[src/hdl/dlefr_pkg.sv]
// ============================================================================
// dlefr_pkg
// Shared types, widths, codes and the check fold for the DLE frame receiver.
// ============================================================================
package dlefr_pkg;

    // Frame store geometry
    localparam int FRAME_DEPTH = 64;
    localparam int ADDR_W      = $clog2(FRAME_DEPTH);
    localparam int COUNT_W     = $clog2(FRAME_DEPTH + 1);

    // Field widths
    localparam int BYTE_W       = 8;
    localparam int CHECK_W      = 16;
    localparam int KIND_W       = 3;
    localparam int BYTE_INDEX_W = 6;
    localparam int CFG_INDEX_W  = 3;
    localparam int CFG_DATA_W   = 16;
    localparam int OUT_DATA_W   = 32;

    // Input op codes
    localparam logic OP_BYTE    = 1'b0;
    localparam logic OP_TIMEOUT = 1'b1;

    // Check mode codes
    localparam logic MODE_SUM = 1'b0;
    localparam logic MODE_CRC = 1'b1;

    // Configuration register indexes
    localparam logic [CFG_INDEX_W-1:0] CFG_MODE = 3'd0;
    localparam logic [CFG_INDEX_W-1:0] CFG_POLY = 3'd1;
    localparam logic [CFG_INDEX_W-1:0] CFG_DLE  = 3'd2;
    localparam logic [CFG_INDEX_W-1:0] CFG_EOF  = 3'd3;
    localparam logic [CFG_INDEX_W-1:0] CFG_ACK  = 3'd4;
    localparam logic [CFG_INDEX_W-1:0] CFG_NAK  = 3'd5;

    // Configuration reset values
    localparam logic [CHECK_W-1:0] POLY_RESET = 16'h1021;
    localparam logic [BYTE_W-1:0]  DLE_RESET  = 8'h10;
    localparam logic [BYTE_W-1:0]  EOF_RESET  = 8'h1F;
    localparam logic [BYTE_W-1:0]  ACK_RESET  = 8'h16;
    localparam logic [BYTE_W-1:0]  NAK_RESET  = 8'h19;

    // Result kinds
    typedef enum logic [KIND_W-1:0] {
        KIND_DATA    = 3'd0,
        KIND_ACK     = 3'd1,
        KIND_NAK     = 3'd2,
        KIND_CHK_ERR = 3'd3,
        KIND_TIMEOUT = 3'd4
    } kind_t;

    // Controller to datapath commands
    typedef struct packed {
        logic accept;       // take the input request this cycle
        logic replay_read;  // read the frame store at the replay index
        logic replay_load;  // move the read byte into the output register
    } dlefr_cmd_t;

    // Datapath to controller status
    typedef struct packed {
        logic out_free;     // output register empty or being drained
        logic replay_start; // accepted byte completes a good data packet
        logic replay_last;  // replay index points at the final stored byte
    } dlefr_status_t;

    // Fold one byte into the running check: additive sum or MSB-first CRC.
    function automatic logic [CHECK_W-1:0] check_fold(
        input logic               mode,
        input logic [CHECK_W-1:0] poly,
        input logic [CHECK_W-1:0] c,
        input logic [BYTE_W-1:0]  b
    );
        logic [CHECK_W-1:0] v;
        if (mode == MODE_SUM)
        begin
            v = c + {8'h00, b};
        end
        else
        begin
            v = c ^ {b, 8'h00};
            for (int i = 0; i < BYTE_W; i++)
            begin
                if (v[CHECK_W-1])
                begin
                    v = {v[CHECK_W-2:0], 1'b0} ^ poly;
                end
                else
                begin
                    v = {v[CHECK_W-2:0], 1'b0};
                end
            end
        end
        return v;
    endfunction

endpackage

[src/hdl/dle_frame_receiver_checksum.sv]
// ============================================================================
// dle_frame_receiver_checksum
// DLE-framed packet receiver with additive-sum or CRC-16 check and replay.
// ============================================================================
//
// Channel   Direction  Handshake                   Content
// s_axis    in         s_axis_tvalid/tready        one serial byte or timeout tick
// m_axis    out        m_axis_tvalid/tready        packet results, tlast ends a run
// cfg       in         cfg_valid/cfg_ready         register index and write data
//
// Timing: ack, nak, checksum error and timeout results land in the output
// register at the edge that takes the request. A good data packet replays
// from the frame store byte by byte (registered store read, then output
// load, which waits for a free output register), holding off input until done.
// Reset: rst_n clears frame state and restores register defaults; the frame
// store needs no clearing. Stalls: input waits while the output register is
// full and not being taken, or while a replay is running.
// ============================================================================
module dle_frame_receiver_checksum
    import dlefr_pkg::*;
(
    input  logic                   clk,
    input  logic                   rst_n,
    // Input request stream
    input  logic                   s_axis_tvalid,
    output logic                   s_axis_tready,
    input  logic [BYTE_W-1:0]      s_axis_tdata,   // [7:0] rx_byte
    input  logic                   s_axis_tuser,   // [0] op
    // Result stream
    output logic                   m_axis_tvalid,
    input  logic                   m_axis_tready,
    output logic [OUT_DATA_W-1:0]  m_axis_tdata,   // [7:0] frame_byte, [13:8] byte_index,
                                                   // [21:14] command_byte, [29:22] error_code
    output logic [KIND_W-1:0]      m_axis_tuser,   // [2:0] kind
    output logic                   m_axis_tlast,   // last
    // Configuration writes
    input  logic                   cfg_valid,
    output logic                   cfg_ready,
    input  logic [CFG_INDEX_W-1:0] cfg_index,
    input  logic [CFG_DATA_W-1:0]  cfg_data
);

    dlefr_cmd_t              cmd;
    dlefr_status_t           status;
    kind_t                   out_kind;
    logic [BYTE_W-1:0]       out_frame_byte;
    logic [BYTE_INDEX_W-1:0] out_byte_index;
    logic [BYTE_W-1:0]       out_command;
    logic [BYTE_W-1:0]       out_error;

    // Register writes must come only while idle; the block does not enforce this and always takes them
    assign cfg_ready = 1'b1;

    // Sequencer: gate input requests and step the replay
    dlefr_ctrl u_ctrl (
        .clk      (clk),
        .rst_n    (rst_n),
        .in_valid (s_axis_tvalid),
        .in_ready (s_axis_tready),
        .status   (status),
        .cmd      (cmd)
    );

    // Deframing, check, frame store and output register
    dlefr_dp u_dp (
        .clk            (clk),
        .rst_n          (rst_n),
        .cmd            (cmd),
        .status         (status),
        .in_op          (s_axis_tuser),
        .in_byte        (s_axis_tdata),
        .cfg_valid      (cfg_valid),
        .cfg_index      (cfg_index),
        .cfg_data       (cfg_data),
        .out_ready      (m_axis_tready),
        .out_valid      (m_axis_tvalid),
        .out_kind       (out_kind),
        .out_frame_byte (out_frame_byte),
        .out_byte_index (out_byte_index),
        .out_command    (out_command),
        .out_error      (out_error),
        .out_last       (m_axis_tlast)
    );

    // Pack result fields, lowest field first, pad to whole bytes
    assign m_axis_tdata = {2'b00, out_error, out_command, out_byte_index, out_frame_byte};
    assign m_axis_tuser = out_kind;

    // Input is only taken when the output register can absorb a result
    a_ready_needs_room: assert property (@(posedge clk) disable iff (!rst_n)
        s_axis_tready |-> (!m_axis_tvalid || m_axis_tready))
        else $error("input taken while output register blocked");

    // A timeout request always yields a timeout result at the next edge
    a_timeout_result: assert property (@(posedge clk) disable iff (!rst_n)
        (s_axis_tvalid && s_axis_tready && (s_axis_tuser == OP_TIMEOUT))
        |=> (m_axis_tvalid && (m_axis_tuser == KIND_TIMEOUT) && m_axis_tlast))
        else $error("timeout request without timeout result");

    // Results other than data replay are single-result runs with no frame byte
    a_single_result: assert property (@(posedge clk) disable iff (!rst_n)
        (m_axis_tvalid && (m_axis_tuser != KIND_DATA))
        |-> (m_axis_tlast && (m_axis_tdata[7:0] == 8'h00)))
        else $error("non-data result malformed");

    // No new request is taken while a replay run is still unfinished
    a_no_accept_mid_run: assert property (@(posedge clk) disable iff (!rst_n)
        (m_axis_tvalid && (m_axis_tuser == KIND_DATA) && !m_axis_tlast) |-> !s_axis_tready)
        else $error("input taken during packet replay");

endmodule

[src/hdl/dlefr_ram.sv]
// ============================================================================
// dlefr_ram
// Generic single-write, single-read RAM with registered read data.
// ============================================================================
module dlefr_ram #(
    parameter int WIDTH = 8,
    parameter int DEPTH = 64
) (
    input  logic                     clk,
    input  logic                     wr_en,
    input  logic [$clog2(DEPTH)-1:0] wr_addr,
    input  logic [WIDTH-1:0]         wr_data,
    input  logic                     rd_en,
    input  logic [$clog2(DEPTH)-1:0] rd_addr,
    output logic [WIDTH-1:0]         rd_data
);

    logic [WIDTH-1:0] mem [DEPTH];
    logic [WIDTH-1:0] rd_data_reg;

    always_ff @(posedge clk)
    begin
        if (wr_en)
        begin
            mem[wr_addr] <= wr_data;
        end
        if (rd_en)
        begin
            rd_data_reg <= mem[rd_addr];
        end
    end

    assign rd_data = rd_data_reg;

endmodule

[src/hdl/dlefr_ctrl.sv]
// ============================================================================
// dlefr_ctrl
// Sequencer: accepts requests when idle and steps the data packet replay.
// ============================================================================
module dlefr_ctrl
    import dlefr_pkg::*;
(
    input  logic          clk,
    input  logic          rst_n,
    input  logic          in_valid,
    output logic          in_ready,
    input  dlefr_status_t status,
    output dlefr_cmd_t    cmd
);

    typedef enum logic [1:0] {
        ST_IDLE,
        ST_READ,
        ST_SEND
    } state_t;

    state_t state_reg;
    state_t state_next;

    assign in_ready = (state_reg == ST_IDLE) && status.out_free;

    always_comb
    begin
        cmd.accept      = in_ready && in_valid;
        cmd.replay_read = (state_reg == ST_READ);
        cmd.replay_load = (state_reg == ST_SEND) && status.out_free;
    end

    always_comb
    begin
        state_next = state_reg;
        case (state_reg)
            ST_IDLE:
            begin
                if (cmd.accept && status.replay_start)
                begin
                    state_next = ST_READ;
                end
            end
            ST_READ:
            begin
                state_next = ST_SEND;
            end
            ST_SEND:
            begin
                if (status.out_free)
                begin
                    state_next = status.replay_last ? ST_IDLE : ST_READ;
                end
            end
            default:
            begin
                state_next = ST_IDLE;
            end
        endcase
    end

    always_ff @(posedge clk or negedge rst_n)
    begin
        if (!rst_n)
        begin
            state_reg <= ST_IDLE;
        end
        else
        begin
            state_reg <= state_next;
        end
    end

endmodule

[src/hdl/dlefr_dp.sv]
// ============================================================================
// dlefr_dp
// Datapath: config registers, deframing state, check, frame store, output.
// ============================================================================
module dlefr_dp
    import dlefr_pkg::*;
(
    input  logic                    clk,
    input  logic                    rst_n,
    input  dlefr_cmd_t              cmd,
    output dlefr_status_t           status,
    input  logic                    in_op,
    input  logic [BYTE_W-1:0]       in_byte,
    input  logic                    cfg_valid,
    input  logic [CFG_INDEX_W-1:0]  cfg_index,
    input  logic [CFG_DATA_W-1:0]   cfg_data,
    input  logic                    out_ready,
    output logic                    out_valid,
    output kind_t                   out_kind,
    output logic [BYTE_W-1:0]       out_frame_byte,
    output logic [BYTE_INDEX_W-1:0] out_byte_index,
    output logic [BYTE_W-1:0]       out_command,
    output logic [BYTE_W-1:0]       out_error,
    output logic                    out_last
);

    // Configuration
    logic               mode_reg;
    logic [CHECK_W-1:0] poly_reg;
    logic [BYTE_W-1:0]  dle_reg;
    logic [BYTE_W-1:0]  eof_reg;
    logic [BYTE_W-1:0]  ack_reg;
    logic [BYTE_W-1:0]  nak_reg;

    // Frame state
    logic               in_frame_reg,  in_frame_next;
    logic               escape_reg,    escape_next;
    logic               end_seen_reg,  end_seen_next;
    logic               nak_pend_reg,  nak_pend_next;
    logic [COUNT_W-1:0] count_reg,     count_next;
    logic [1:0]         chk_seen_reg,  chk_seen_next;
    logic [CHECK_W-1:0] check_reg,     check_next;
    logic [BYTE_W-1:0]  command_reg,   command_next;
    logic [BYTE_W-1:0]  last_store_reg;

    // Replay and output
    logic [ADDR_W-1:0]       replay_idx_reg, replay_idx_next;
    logic [COUNT_W-1:0]      replay_cnt_reg;
    logic [BYTE_W-1:0]       replay_cmd_reg;
    logic                    out_valid_reg, out_valid_next;
    kind_t                   out_kind_reg;
    logic [BYTE_W-1:0]       out_fb_reg;
    logic [BYTE_INDEX_W-1:0] out_idx_reg;
    logic [BYTE_W-1:0]       out_cmd_reg;
    logic [BYTE_W-1:0]       out_err_reg;
    logic                    out_last_reg;

    // Step decode
    logic               is_dle;
    logic               is_eof;
    logic               overflow;
    logic               store;
    logic [ADDR_W-1:0]  store_addr;
    logic               complete;
    logic               acked;
    logic               bad;
    logic               stuffed;
    logic [BYTE_W-1:0]  err;
    logic [CHECK_W-1:0] folded;
    logic               single_load;
    kind_t              single_kind;
    logic [BYTE_W-1:0]  single_cmd;
    logic [BYTE_W-1:0]  single_err;
    logic [BYTE_W-1:0]  rd_data;

    assign is_dle   = (in_byte == dle_reg);
    assign is_eof   = (in_byte == eof_reg);
    assign overflow = (count_reg >= COUNT_W'(FRAME_DEPTH));
    assign folded   = check_fold(mode_reg, poly_reg, check_reg, in_byte);

    always_comb
    begin
        in_frame_next = in_frame_reg;
        escape_next   = escape_reg;
        end_seen_next = end_seen_reg;
        nak_pend_next = nak_pend_reg;
        count_next    = count_reg;
        chk_seen_next = chk_seen_reg;
        check_next    = check_reg;
        command_next  = command_reg;
        store         = 1'b0;
        store_addr    = count_reg[ADDR_W-1:0];
        complete      = 1'b0;
        acked         = 1'b0;
        bad           = 1'b0;
        stuffed       = 1'b0;
        err           = '0;
        single_load   = 1'b0;
        single_kind   = KIND_TIMEOUT;
        single_cmd    = command_reg;
        single_err    = '0;

        if (in_op == OP_TIMEOUT)
        begin
            single_load = 1'b1;
        end
        else if (!overflow)
        begin
            if (is_dle && !end_seen_reg)
            begin
                if (!in_frame_reg)
                begin
                    in_frame_next = 1'b1;
                    store_addr    = '0;
                    store         = 1'b1;
                    check_next    = folded;
                    escape_next   = 1'b1;
                end
                else if (escape_reg)
                begin
                    check_next = folded;
                    stuffed    = 1'b1;
                end
                else
                begin
                    escape_next = 1'b1;
                    store       = 1'b1;
                    check_next  = folded;
                end
            end
            else if (is_eof && escape_reg && !end_seen_reg)
            begin
                store         = 1'b1;
                check_next    = folded;
                end_seen_next = 1'b1;
                chk_seen_next = '0;
            end
            else if (end_seen_reg)
            begin
                store         = 1'b1;
                chk_seen_next = chk_seen_reg + 2'd1;
                if (chk_seen_next >= 2'd2)
                begin
                    complete = 1'b1;
                    bad      = ({last_store_reg, in_byte} != check_reg);
                end
            end
            else if (nak_pend_reg)
            begin
                err      = in_byte;
                complete = 1'b1;
                store    = 1'b1;
            end
            else if (in_frame_reg)
            begin
                if (escape_reg && (count_reg == COUNT_W'(1)))
                begin
                    command_next = in_byte;
                    if (in_byte == nak_reg)
                    begin
                        nak_pend_next = 1'b1;
                    end
                    if (in_byte == ack_reg)
                    begin
                        acked    = 1'b1;
                        complete = 1'b1;
                    end
                end
                store      = 1'b1;
                check_next = folded;
            end

            if (!is_dle || stuffed)
            begin
                escape_next = 1'b0;
            end

            if (store)
            begin
                count_next = COUNT_W'(store_addr) + COUNT_W'(1);
            end

            single_cmd = command_next;
            if (complete)
            begin
                if (acked)
                begin
                    single_load = 1'b1;
                    single_kind = KIND_ACK;
                end
                else if (nak_pend_next)
                begin
                    single_load = 1'b1;
                    single_kind = KIND_NAK;
                    single_err  = err;
                end
                else if (bad)
                begin
                    single_load = 1'b1;
                    single_kind = KIND_CHK_ERR;
                end
            end
        end

        // Drop all frame state on timeout, overflow or a finished packet
        if ((in_op == OP_TIMEOUT) || overflow || complete)
        begin
            in_frame_next = 1'b0;
            escape_next   = 1'b0;
            end_seen_next = 1'b0;
            nak_pend_next = 1'b0;
            count_next    = '0;
            chk_seen_next = '0;
            check_next    = '0;
            command_next  = '0;
        end
    end

    assign status.out_free     = !out_valid_reg || out_ready;
    assign status.replay_start = cmd.accept && (in_op == OP_BYTE) && complete && !single_load;
    assign status.replay_last  = ((COUNT_W'(replay_idx_reg) + COUNT_W'(1)) == replay_cnt_reg);

    always_comb
    begin
        replay_idx_next = replay_idx_reg;
        if (status.replay_start)
        begin
            replay_idx_next = '0;
        end
        else if (cmd.replay_load)
        begin
            replay_idx_next = replay_idx_reg + ADDR_W'(1);
        end

        out_valid_next = out_valid_reg;
        if ((cmd.accept && single_load) || cmd.replay_load)
        begin
            out_valid_next = 1'b1;
        end
        else if (out_ready)
        begin
            out_valid_next = 1'b0;
        end
    end

    dlefr_ram #(
        .WIDTH (BYTE_W),
        .DEPTH (FRAME_DEPTH)
    ) u_store (
        .clk     (clk),
        .wr_en   (cmd.accept && store),
        .wr_addr (store_addr),
        .wr_data (in_byte),
        .rd_en   (cmd.replay_read),
        .rd_addr (replay_idx_reg),
        .rd_data (rd_data)
    );

    // Control state and configuration
    always_ff @(posedge clk or negedge rst_n)
    begin
        if (!rst_n)
        begin
            mode_reg       <= MODE_SUM;
            poly_reg       <= POLY_RESET;
            dle_reg        <= DLE_RESET;
            eof_reg        <= EOF_RESET;
            ack_reg        <= ACK_RESET;
            nak_reg        <= NAK_RESET;
            in_frame_reg   <= 1'b0;
            escape_reg     <= 1'b0;
            end_seen_reg   <= 1'b0;
            nak_pend_reg   <= 1'b0;
            count_reg      <= '0;
            chk_seen_reg   <= '0;
            check_reg      <= '0;
            command_reg    <= '0;
            replay_idx_reg <= '0;
            out_valid_reg  <= 1'b0;
        end
        else
        begin
            if (cfg_valid)
            begin
                case (cfg_index)
                    CFG_MODE: mode_reg <= cfg_data[0];
                    CFG_POLY: poly_reg <= cfg_data;
                    CFG_DLE:  dle_reg  <= cfg_data[BYTE_W-1:0];
                    CFG_EOF:  eof_reg  <= cfg_data[BYTE_W-1:0];
                    CFG_ACK:  ack_reg  <= cfg_data[BYTE_W-1:0];
                    CFG_NAK:  nak_reg  <= cfg_data[BYTE_W-1:0];
                    default:  ;
                endcase
            end
            if (cmd.accept)
            begin
                in_frame_reg <= in_frame_next;
                escape_reg   <= escape_next;
                end_seen_reg <= end_seen_next;
                nak_pend_reg <= nak_pend_next;
                count_reg    <= count_next;
                chk_seen_reg <= chk_seen_next;
                check_reg    <= check_next;
                command_reg  <= command_next;
            end
            replay_idx_reg <= replay_idx_next;
            out_valid_reg  <= out_valid_next;
        end
    end

    // Payload
    always_ff @(posedge clk)
    begin
        if (cmd.accept && store)
        begin
            last_store_reg <= in_byte;
        end
        // Capture length and command before the frame state is dropped
        if (status.replay_start)
        begin
            replay_cnt_reg <= COUNT_W'(store_addr) + COUNT_W'(1);
            replay_cmd_reg <= single_cmd;
        end
        if (cmd.accept && single_load)
        begin
            out_kind_reg <= single_kind;
            out_fb_reg   <= '0;
            out_idx_reg  <= '0;
            out_cmd_reg  <= single_cmd;
            out_err_reg  <= single_err;
            out_last_reg <= 1'b1;
        end
        else if (cmd.replay_load)
        begin
            out_kind_reg <= KIND_DATA;
            out_fb_reg   <= rd_data;
            out_idx_reg  <= BYTE_INDEX_W'(replay_idx_reg);
            out_cmd_reg  <= replay_cmd_reg;
            out_err_reg  <= '0;
            out_last_reg <= status.replay_last;
        end
    end

    assign out_valid      = out_valid_reg;
    assign out_kind       = out_kind_reg;
    assign out_frame_byte = out_fb_reg;
    assign out_byte_index = out_idx_reg;
    assign out_command    = out_cmd_reg;
    assign out_error      = out_err_reg;
    assign out_last       = out_last_reg;

endmodule
[config.mk]
export PLATFORM = sky130hd
export DESIGN_NAME = dle_frame_receiver_checksum
export DESIGN_NICKNAME = d
export VERILOG_FILES = /design/src/hdl/dlefr_pkg.sv /design/src/hdl/dle_frame_receiver_checksum.sv /design/src/hdl/dlefr_ram.sv /design/src/hdl/dlefr_ctrl.sv /design/src/hdl/dlefr_dp.sv
export SDC_FILE = /design/constraint.sdc
export NUM_CORES = 1
export LEC_CHECK = 0
export BUFFER_PORTS_ARGS = -buffer_cell sky130_fd_sc_hd__buf_2
export CAP_MARGIN = 20
export CELL_PAD_IN_SITES_DETAIL_PLACEMENT = 0
export CELL_PAD_IN_SITES_GLOBAL_PLACEMENT = 1
export CORE_MARGIN = 10
export CORE_UTILIZATION = 45
export CTS_CLUSTER_SIZE = 20
export DETAILED_ROUTE_END_ITERATION = 6
export PLACE_DENSITY = 0.68
export SLEW_MARGIN = 20
export SYNTH_ARGS = -nofsm -noshare
export SYNTH_HDL_FRONTEND = slang
export SYNTH_SLANG_ARGS = --single-unit
export TNS_END_PERCENT = 100
[constraint.sdc]
create_clock -name clk -period 4.4 [get_ports clk]
set_input_delay 0.88 -clock clk [delete_from_list [all_inputs] [get_ports clk]]
set_output_delay 0.88 -clock clk [all_outputs]
set_load 0.1 [all_outputs]
==> results.py, run 1 <==
metrics = {
    "placed_design": {
        "hpwl_microns": 49700,
        "dp_slack_ns": -0.138,
        "dp_cells": 2839,
        "numPortBuffers": 68,
        "place.gp.congestion": 0.809,
        "placed_cell_area_sq_um": 32100,
    },
    "critical_path": {
        "cp.arrival_ns": 4.47,
        "reg2regPathDepth": 12,
        "end_kind": "flip-flop",
        "start_kind": "flip-flop",
        "cp_max_fo": 23,
        "crit_type": "flip-flop to flip-flop",
        "worstPathRequired_ns": 4.91,
    },
    "logic_synthesis": {
        "syn_avg_cell_area_sq_um": 16.1,
        "synthCells": 1848,
        "synth.area.top_cells": "edfxtp_1, mux4_2, dfrtp_1, xnor2_1, nand2_1",
        "yosysMostFrequentCell": "edfxtp_1",
        "synth_top_area_cell": "edfxtp_1",
        "ys_seq_area_share_pct": 65.9,
        "async_reset_ff_share_pct": 14.1,
        "ys_ff_latch": 672,
        "synth_commonest_cells": "edfxtp_1, nand2_1, mux4_2, nor2_1, xnor2_1",
        "synth.distinct_cells": 76,
        "synth-edff-count": 562,
        "yosys.area.top_type_share_pct": 56.8,
        "synth_area_sq_um": 29700,
        "yosys_warnings": 0,
        "ys.flop_type": "edfxtp_1",
    },
    "sta": {
        "rsz0062_at_grt": "no",
        "timing.fmax_mhz": 252,
        "relSlewSlack_pct": 36.8,
        "fin_worst_skew_ns": 0.0234,
        "fin_crit_ns": 3.96,
        "setup_tns_ns": 0,
        "layout_setup_ws_ns": 0.438,
        "whs_ns": 0.388,
        "finalCritPeriodShare_pct": 90.1,
        "setup_viol": 0,
        "final-hold-violation-count": 0,
        "worst_slew_pin_slew_ns": 0.945,
        "drv_slew": 0,
    },
    "global_route": {
        "grt_pass1_wl_microns": 112000,
        "grt_max_degree": 66,
        "antenna_found_initial": 1,
        "grt_usage_pct": 19.1,
        "grt_overflow": 0,
        "grt_pass1_vias": 17100,
    },
    "detailed_routing": {
        "dr.pass1.iters": 5,
        "vias": 16900,
        "wl_microns": 73800,
        "postRouteAntennaNets": 0,
        "drc": 0,
        "viasPerCell": 5.68,
        "first_iter_violations": 1561,
        "routedWlPerCell_microns": 24.9,
    },
    "power_and_ir_drop": {
        "leakage_nw": 11.9,
        "power_density_nw_per_um2": 619,
        "peakVddDrop_mv": 0.370,
        "total_power_mw": 21.2,
    },
    "floorplanning": {
        "fp.dieArea_sq_um": 76700,
        "die_w_microns": 277,
        "initial_core_util_pct": 45.3,
        "core_area_sq_um": 65600,
        "pin_count": 72,
        "fp-row-count": 94,
        "die_h_microns": 277,
    },
    "cells_and_area": {
        "nNetsFinal": 2094,
        "layout-drive-gt1-share_pct": 27.8,
        "multi_input_area_sq_um": 9670,
        "design_area_sq_um": 34300,
        "regArea_sq_um": 19600,
        "fin_util_pct": 52.3,
        "area_delta_synth_final_pct": 15.4,
        "num-fill-cells": 5387,
        "stdcell_count": 2967,
        "largest_reg_flops": 512,
        "diodes": 0,
    },
    "clocking": {
        "postCtsSetupRepairBufs": 0,
        "cts_max_level": 3,
        "cts-buffers-inserted": 72,
        "clk_latency_ns": 0.60,
        "cts_sinks": 672,
        "cts_hold_buf": 0,
        "post_cts_resized": 0,
        "path_clk_slew_ns": 0.06,
        "clock_path_buffers": 3,
        "cts_root_buf": "clkbuf_16",
        "cts_tree": "done",
    },
    "outcome": {
        "status": "complete, no violations",
    },
    "run": {
        "cap_viol_max_count": 0,
    },
    "min_path": {
        "hold_path_class": "input port to asynchronous set/reset pin",
    },
}
-- cell usage in the layout (no fill, tap or decap), drive strengths merged, types with 23 or more instances in the layout --
master	netlist	routed
edfxtp	562	562
buf	31	235
nand2	180	180
mux4	168	168
nor2	119	119
xnor2	111	111
clkbuf	78	92
dfrtp	80	80
o21ai	60	60
xor2	59	59
mux2	46	46
nand3	40	40
a21oi	34	34
clkinv	0	25
nor3	24	24
inv	18	23
-- path summary, 6_finish.rpt --
| check | start | endpoint | slack, ns |
|---|---|---|---|
| max | u_dp.poly_reg[15]$_DFFE_PN0P_ | u_dp.check_reg[8]$_DFFE_PN0P_ | 0.44 |
| min | rst_n | u_dp.ack_reg[0]$_DFFE_PN0P_ | 0.39 |
| max reg2reg | u_dp.poly_reg[15]$_DFFE_PN0P_ | u_dp.check_reg[8]$_DFFE_PN0P_ | 0.44 |
| min reg2reg | u_dp.out_frame_byte[4]$_SDFFE_PN0P_ | u_dp.out_frame_byte[4]$_SDFFE_PN0P_ | 0.46 |
| max in group asynchronous | rst_n | u_dp.poly_reg[12]$_DFFE_PN1P_ | 2.99 |
| min in group clk | u_dp.out_frame_byte[4]$_SDFFE_PN0P_ | u_dp.out_frame_byte[4]$_SDFFE_PN0P_ | 0.46 |
-- where the power goes --
group | leakage [nW] | total, mW | internal, mW | switching [mW]
logic | 4.49 | 7.63 | 3.53 | 4.10
registers | 6.38 | 7.94 | 7.32 | 0.629
clock network | 1.06 | 5.66 | 3.26 | 2.40
total | 11.9 | 21.2 | 14.1 | 7.13
-- final cells by class --
class                           count  share of cell area (%)
Sequential cell                   672                    57.1
Multi-Input combinational cell   1050                    28.2
Clock buffer                       92                    5.59
Timing Repair Buffer              235                    4.99
Tap cell                          864                    3.15
Clock inverter                     36                   0.770
Inverter                           18                   0.197
-- routing by layer --
| layer | vias to the layer above | track usage, % | share of wire [%] |
|---|---|---|---|
| met3 | 87 | 3.41 | 6.3 |
| met2 | 521 | 29.8 | 47 |
| met4 | 0 | 3.83 | 1.5 |
| met5 | - | 0 | 0 |
| li1 | 7459 | - | - |
| met1 | 8797 | 27.8 | 45 |
-- critical path, cell delays in order, from the launching register on --
cell	delay (ns)
dfrtp_1	0.87
nand2_1	0.32
a221oi_1	0.40
o21ai_1	0.20
xnor2_1	0.18
buf_4	0.16
nand3_1	0.07
nand3_1	0.16
xnor2_2	0.60
nand2_1	0.14
xnor2_1	0.25
xnor3_1	0.34
o221ai_1	0.17
-- kinds of logic (layout without fill, tap and decap cells) --
kind of cell	Yosys count	after routing	share of synthesized area, %
buf+inv	127	381	1.73
flops	672	672	65.9
other cells	2	3	0.0253
simple gates	464	464	7.12
compound gates	160	160	3.39
mux	224	224	14.8
xor+xnor	187	187	6.51
fa+ha+maj	12	12	0.530
Note: power is estimated with default switching activity, not from simulation.
==> run 2, diff against run 1 <==
--- a/config.mk
+++ b/config.mk
@@ -5,6 +5,7 @@
 export SDC_FILE = /design/constraint.sdc
 export NUM_CORES = 1
 export LEC_CHECK = 0
+export ABC_AREA = 1
 export BUFFER_PORTS_ARGS = -buffer_cell sky130_fd_sc_hd__buf_2
 export CAP_MARGIN = 20
 export CELL_PAD_IN_SITES_DETAIL_PLACEMENT = 0
@@ -13,7 +14,7 @@
 export CORE_UTILIZATION = 45
 export CTS_CLUSTER_SIZE = 20
 export DETAILED_ROUTE_END_ITERATION = 6
-export PLACE_DENSITY = 0.68
+export PLACE_DENSITY = 0.72
 export SLEW_MARGIN = 20
 export SYNTH_ARGS = -nofsm -noshare
 export SYNTH_HDL_FRONTEND = slang
==> run 2 against run 1 <==
First-iteration DRC count rose by 31%. Sequential cell count did not move. Sequential power fell by 2.8%. Via count rose by 34%. Global-route usage rose by 3.0 points. Clock power rose by 10%. Synthesized area rose by 3.2%. Highest routed layer is now met5. Die area rose by 3.0%. Largest cell class unchanged. Total power rose by 3.1%. Setup slack improved by 0.29 ns. Sequential share of layout area fell by 0.99 points.
==> results.py, run 2 <==
metrics = {
    "clocking": {
        "cts_tree": "done",
        "clock_path_buffers": 3,
        "postCtsSetupRepairBufs": 0,
        "cts_root_buf": "clkbuf_16",
        "cts_hold_buf": 0,
        "cts_max_level": 3,
        "path_clk_slew_ns": 0.07,
        "post_cts_resized": 0,
        "cts-buffers-inserted": 72,
        "clk_latency_ns": 0.63,
        "cts_sinks": 672,
    },
    "critical_path": {
        "crit_top_cell": "nand2_1",
        "worstPathBufferInverterCount": 4,
        "cpMaxStageDelayCell": "dfrtp_1",
        "r2r_start": "u_dp.check_reg[15]$_DFFE_PN0P_",
        "cp-startpoint": "u_dp.check_reg[15]$_DFFE_PN0P_",
        "crit_type": "flip-flop to flip-flop",
        "start_kind": "flip-flop",
        "cp_max_fo": 16,
        "worstPathRequired_ns": 4.89,
        "slowest_delay_ns": 0.44,
        "cp.arrival_ns": 4.17,
        "end_kind": "flip-flop",
        "cpLargestDelayFamily": "simple AND/OR/NAND/NOR gates",
    },
    "logic_synthesis": {
        "synth_adder_area_share_pct": 0.514,
        "yosysMostFrequentCell": "edfxtp_1",
        "ys.flop_type": "edfxtp_1",
        "synth-edff-count": 562,
        "ys_seq_area_share_pct": 63.8,
        "synth_top_area_cell": "edfxtp_1",
        "synthCells": 3019,
        "ys_ff_latch": 672,
        "async_reset_ff_share_pct": 14.1,
        "synth_compound_area_share_pct": 12.3,
        "synth_area_sq_um": 30700,
        "synth_top_family_by_area": "simple AND/OR/NAND/NOR gates",
        "yosys.area.top_type_share_pct": 55.0,
        "synth_xor_area_share_pct": 1.60,
        "synth_commonest_cells": "edfxtp_1, nand2_1, nor2_1, o21ai_0, inv_1",
        "synth-simple-area-share_pct": 16.6,
        "synth.distinct_cells": 59,
        "synth_mux_area_share_pct": 0.147,
        "yosys_warnings": 0,
        "syn_avg_cell_area_sq_um": 10.2,
        "synth.area.top_cells": "edfxtp_1, dfrtp_1, o21ai_0, nand2_1, nor2_1",
    },
    "sta": {
        "layout_setup_ws_ns": 0.723,
        "final-hold-violation-count": 0,
        "timing.fmax_mhz": 272,
        "drv_slew": 0,
        "fin_crit_ns": 3.68,
        "worst_slew_pin_slew_ns": 0.980,
        "fin_worst_skew_ns": 0.0329,
        "rsz0062_at_grt": "no",
        "setup_viol": 0,
        "setup_tns_ns": 0,
        "finalCritPeriodShare_pct": 83.6,
        "relSlewSlack_pct": 34.7,
    },
    "cells_and_area": {
        "regArea_sq_um": 19600,
        "diodes": 0,
        "num-fill-cells": 5957,
        "design_area_sq_um": 34900,
        "layout-drive-gt1-share_pct": 12.4,
        "final_cell_mix": "edfxtp_1, nand2_1, nor2_1",
        "nNetsFinal": 3169,
        "multi_input_area_sq_um": 9580,
        "largest_reg_flops": 512,
        "area_delta_synth_final_pct": 13.8,
        "fin_util_pct": 51.8,
        "final_common_cell": "edfxtp_1",
    },
    "global_route": {
        "grt_pass1_vias": 21900,
        "grt_pass1_wl_microns": 134000,
        "grt_overflow": 0,
        "grt_usage_pct": 22.1,
        "antenna_found_initial": 3,
        "grt_max_degree": 108,
    },
    "detailed_routing": {
        "routedWlPerCell_microns": 21.8,
        "postRouteAntennaNets": 0,
        "dr.pass1.iters": 5,
        "viasPerCell": 5.57,
        "first_iter_violations": 2051,
        "wl_microns": 88500,
        "vias": 22600,
        "drc": 0,
    },
    "floorplanning": {
        "pin_count": 72,
        "core_area_sq_um": 67400,
        "fp.dieArea_sq_um": 79000,
        "die_h_microns": 281,
        "initial_core_util_pct": 45.5,
        "die_w_microns": 281,
        "fp-row-count": 95,
    },
    "min_path": {
        "hold_path_class": "input port to asynchronous set/reset pin",
    },
    "placed_design": {
        "hpwl_microns": 57800,
        "numPortBuffers": 68,
        "dp_slack_ns": 0.186,
        "placed_cell_area_sq_um": 32500,
        "place.gp.congestion": 0.899,
    },
    "power_and_ir_drop": {
        "power_density_nw_per_um2": 627,
        "leakage_nw": 13.2,
        "peakVddDrop_mv": 0.360,
        "total_power_mw": 21.9,
    },
    "outcome": {
        "status": "complete, no violations",
    },
    "run": {
        "cap_viol_max_count": 0,
    },
}
run 2: cell count changes in the layout (fill, tap and decap cells not counted), moves of 41 or more:
cell / before / now
mux4_2: 168 / 0
inv_1: 18 / 178
o21ai_0: 50 / 394
nand3_1: 40 / 169
o22ai_1: 0 / 151
nand2_1: 179 / 491
mux2_2: 45 / 4
xnor2_1: 105 / 33
nor2_1: 118 / 480
run 2: power by group:
part           leakage, nW  internal, mW  switching, mW  total (mW)
Combinational         5.66          2.23           5.71        7.94
Sequential            6.39          7.26          0.464        7.72
Clock                 1.19          3.75           2.49        6.24
run 2: area by class of cell:
type	instances	share of cell area [%]
sequential	672	56.1
timing repair buffer	211	4.20
clock inverter	31	1.15
multi-input combinational	1973	27.4
clock buffer	99	5.87
tap	873	3.13
inverter	194	2.10
run 2: path summary, 6_finish.rpt:
path                            slack (ns)                                   to  cells past startpoint
worst max-delay path                  0.72        u_dp.check_reg[1]$_DFFE_PN0P_                     28
worst min-delay path                  0.40      u_dp.command_reg[6]$_DFFE_PN0P_                      1
worst max register to register        0.72        u_dp.check_reg[1]$_DFFE_PN0P_                     28
worst min register to register        0.47  u_dp.out_frame_byte[1]$_SDFFE_PN0P_                      2
max in group asynchronous             3.07        u_dp.poly_reg[12]$_DFFE_PN1P_                      2
min in group clk                      0.47  u_dp.out_frame_byte[1]$_SDFFE_PN0P_                      2
run 2: kinds of logic (layout without fill, tap and decap cells):
group,after synthesis,after routing
AND/OR/NAND/NOR,1227,1227
flip-flops,672,672
AO/OA/AOI/OAI,671,671
buffers and inverters,375,535
XOR/XNOR,56,56
adder cells (fa/ha/maj),12,12
multiplexers,4,4
other,2,3
run 2: metal layers:
layer	global-route usage (%)	vias up	wire (microns)
li1	-	10800	-
met1	28.1	11000	37000
met2	38.8	692	44500
met3	2.73	115	4510
met4	7.03	4	2470
met5	0	-	24
run 2: stage by stage:
stage,hold slack [ns],instances
floorplan,0.467,3020
global placement,0.454,3923
detailed placement,0.456,3923
CTS,0.423,4053
global route,0.466,4053
finish,0.403,4053
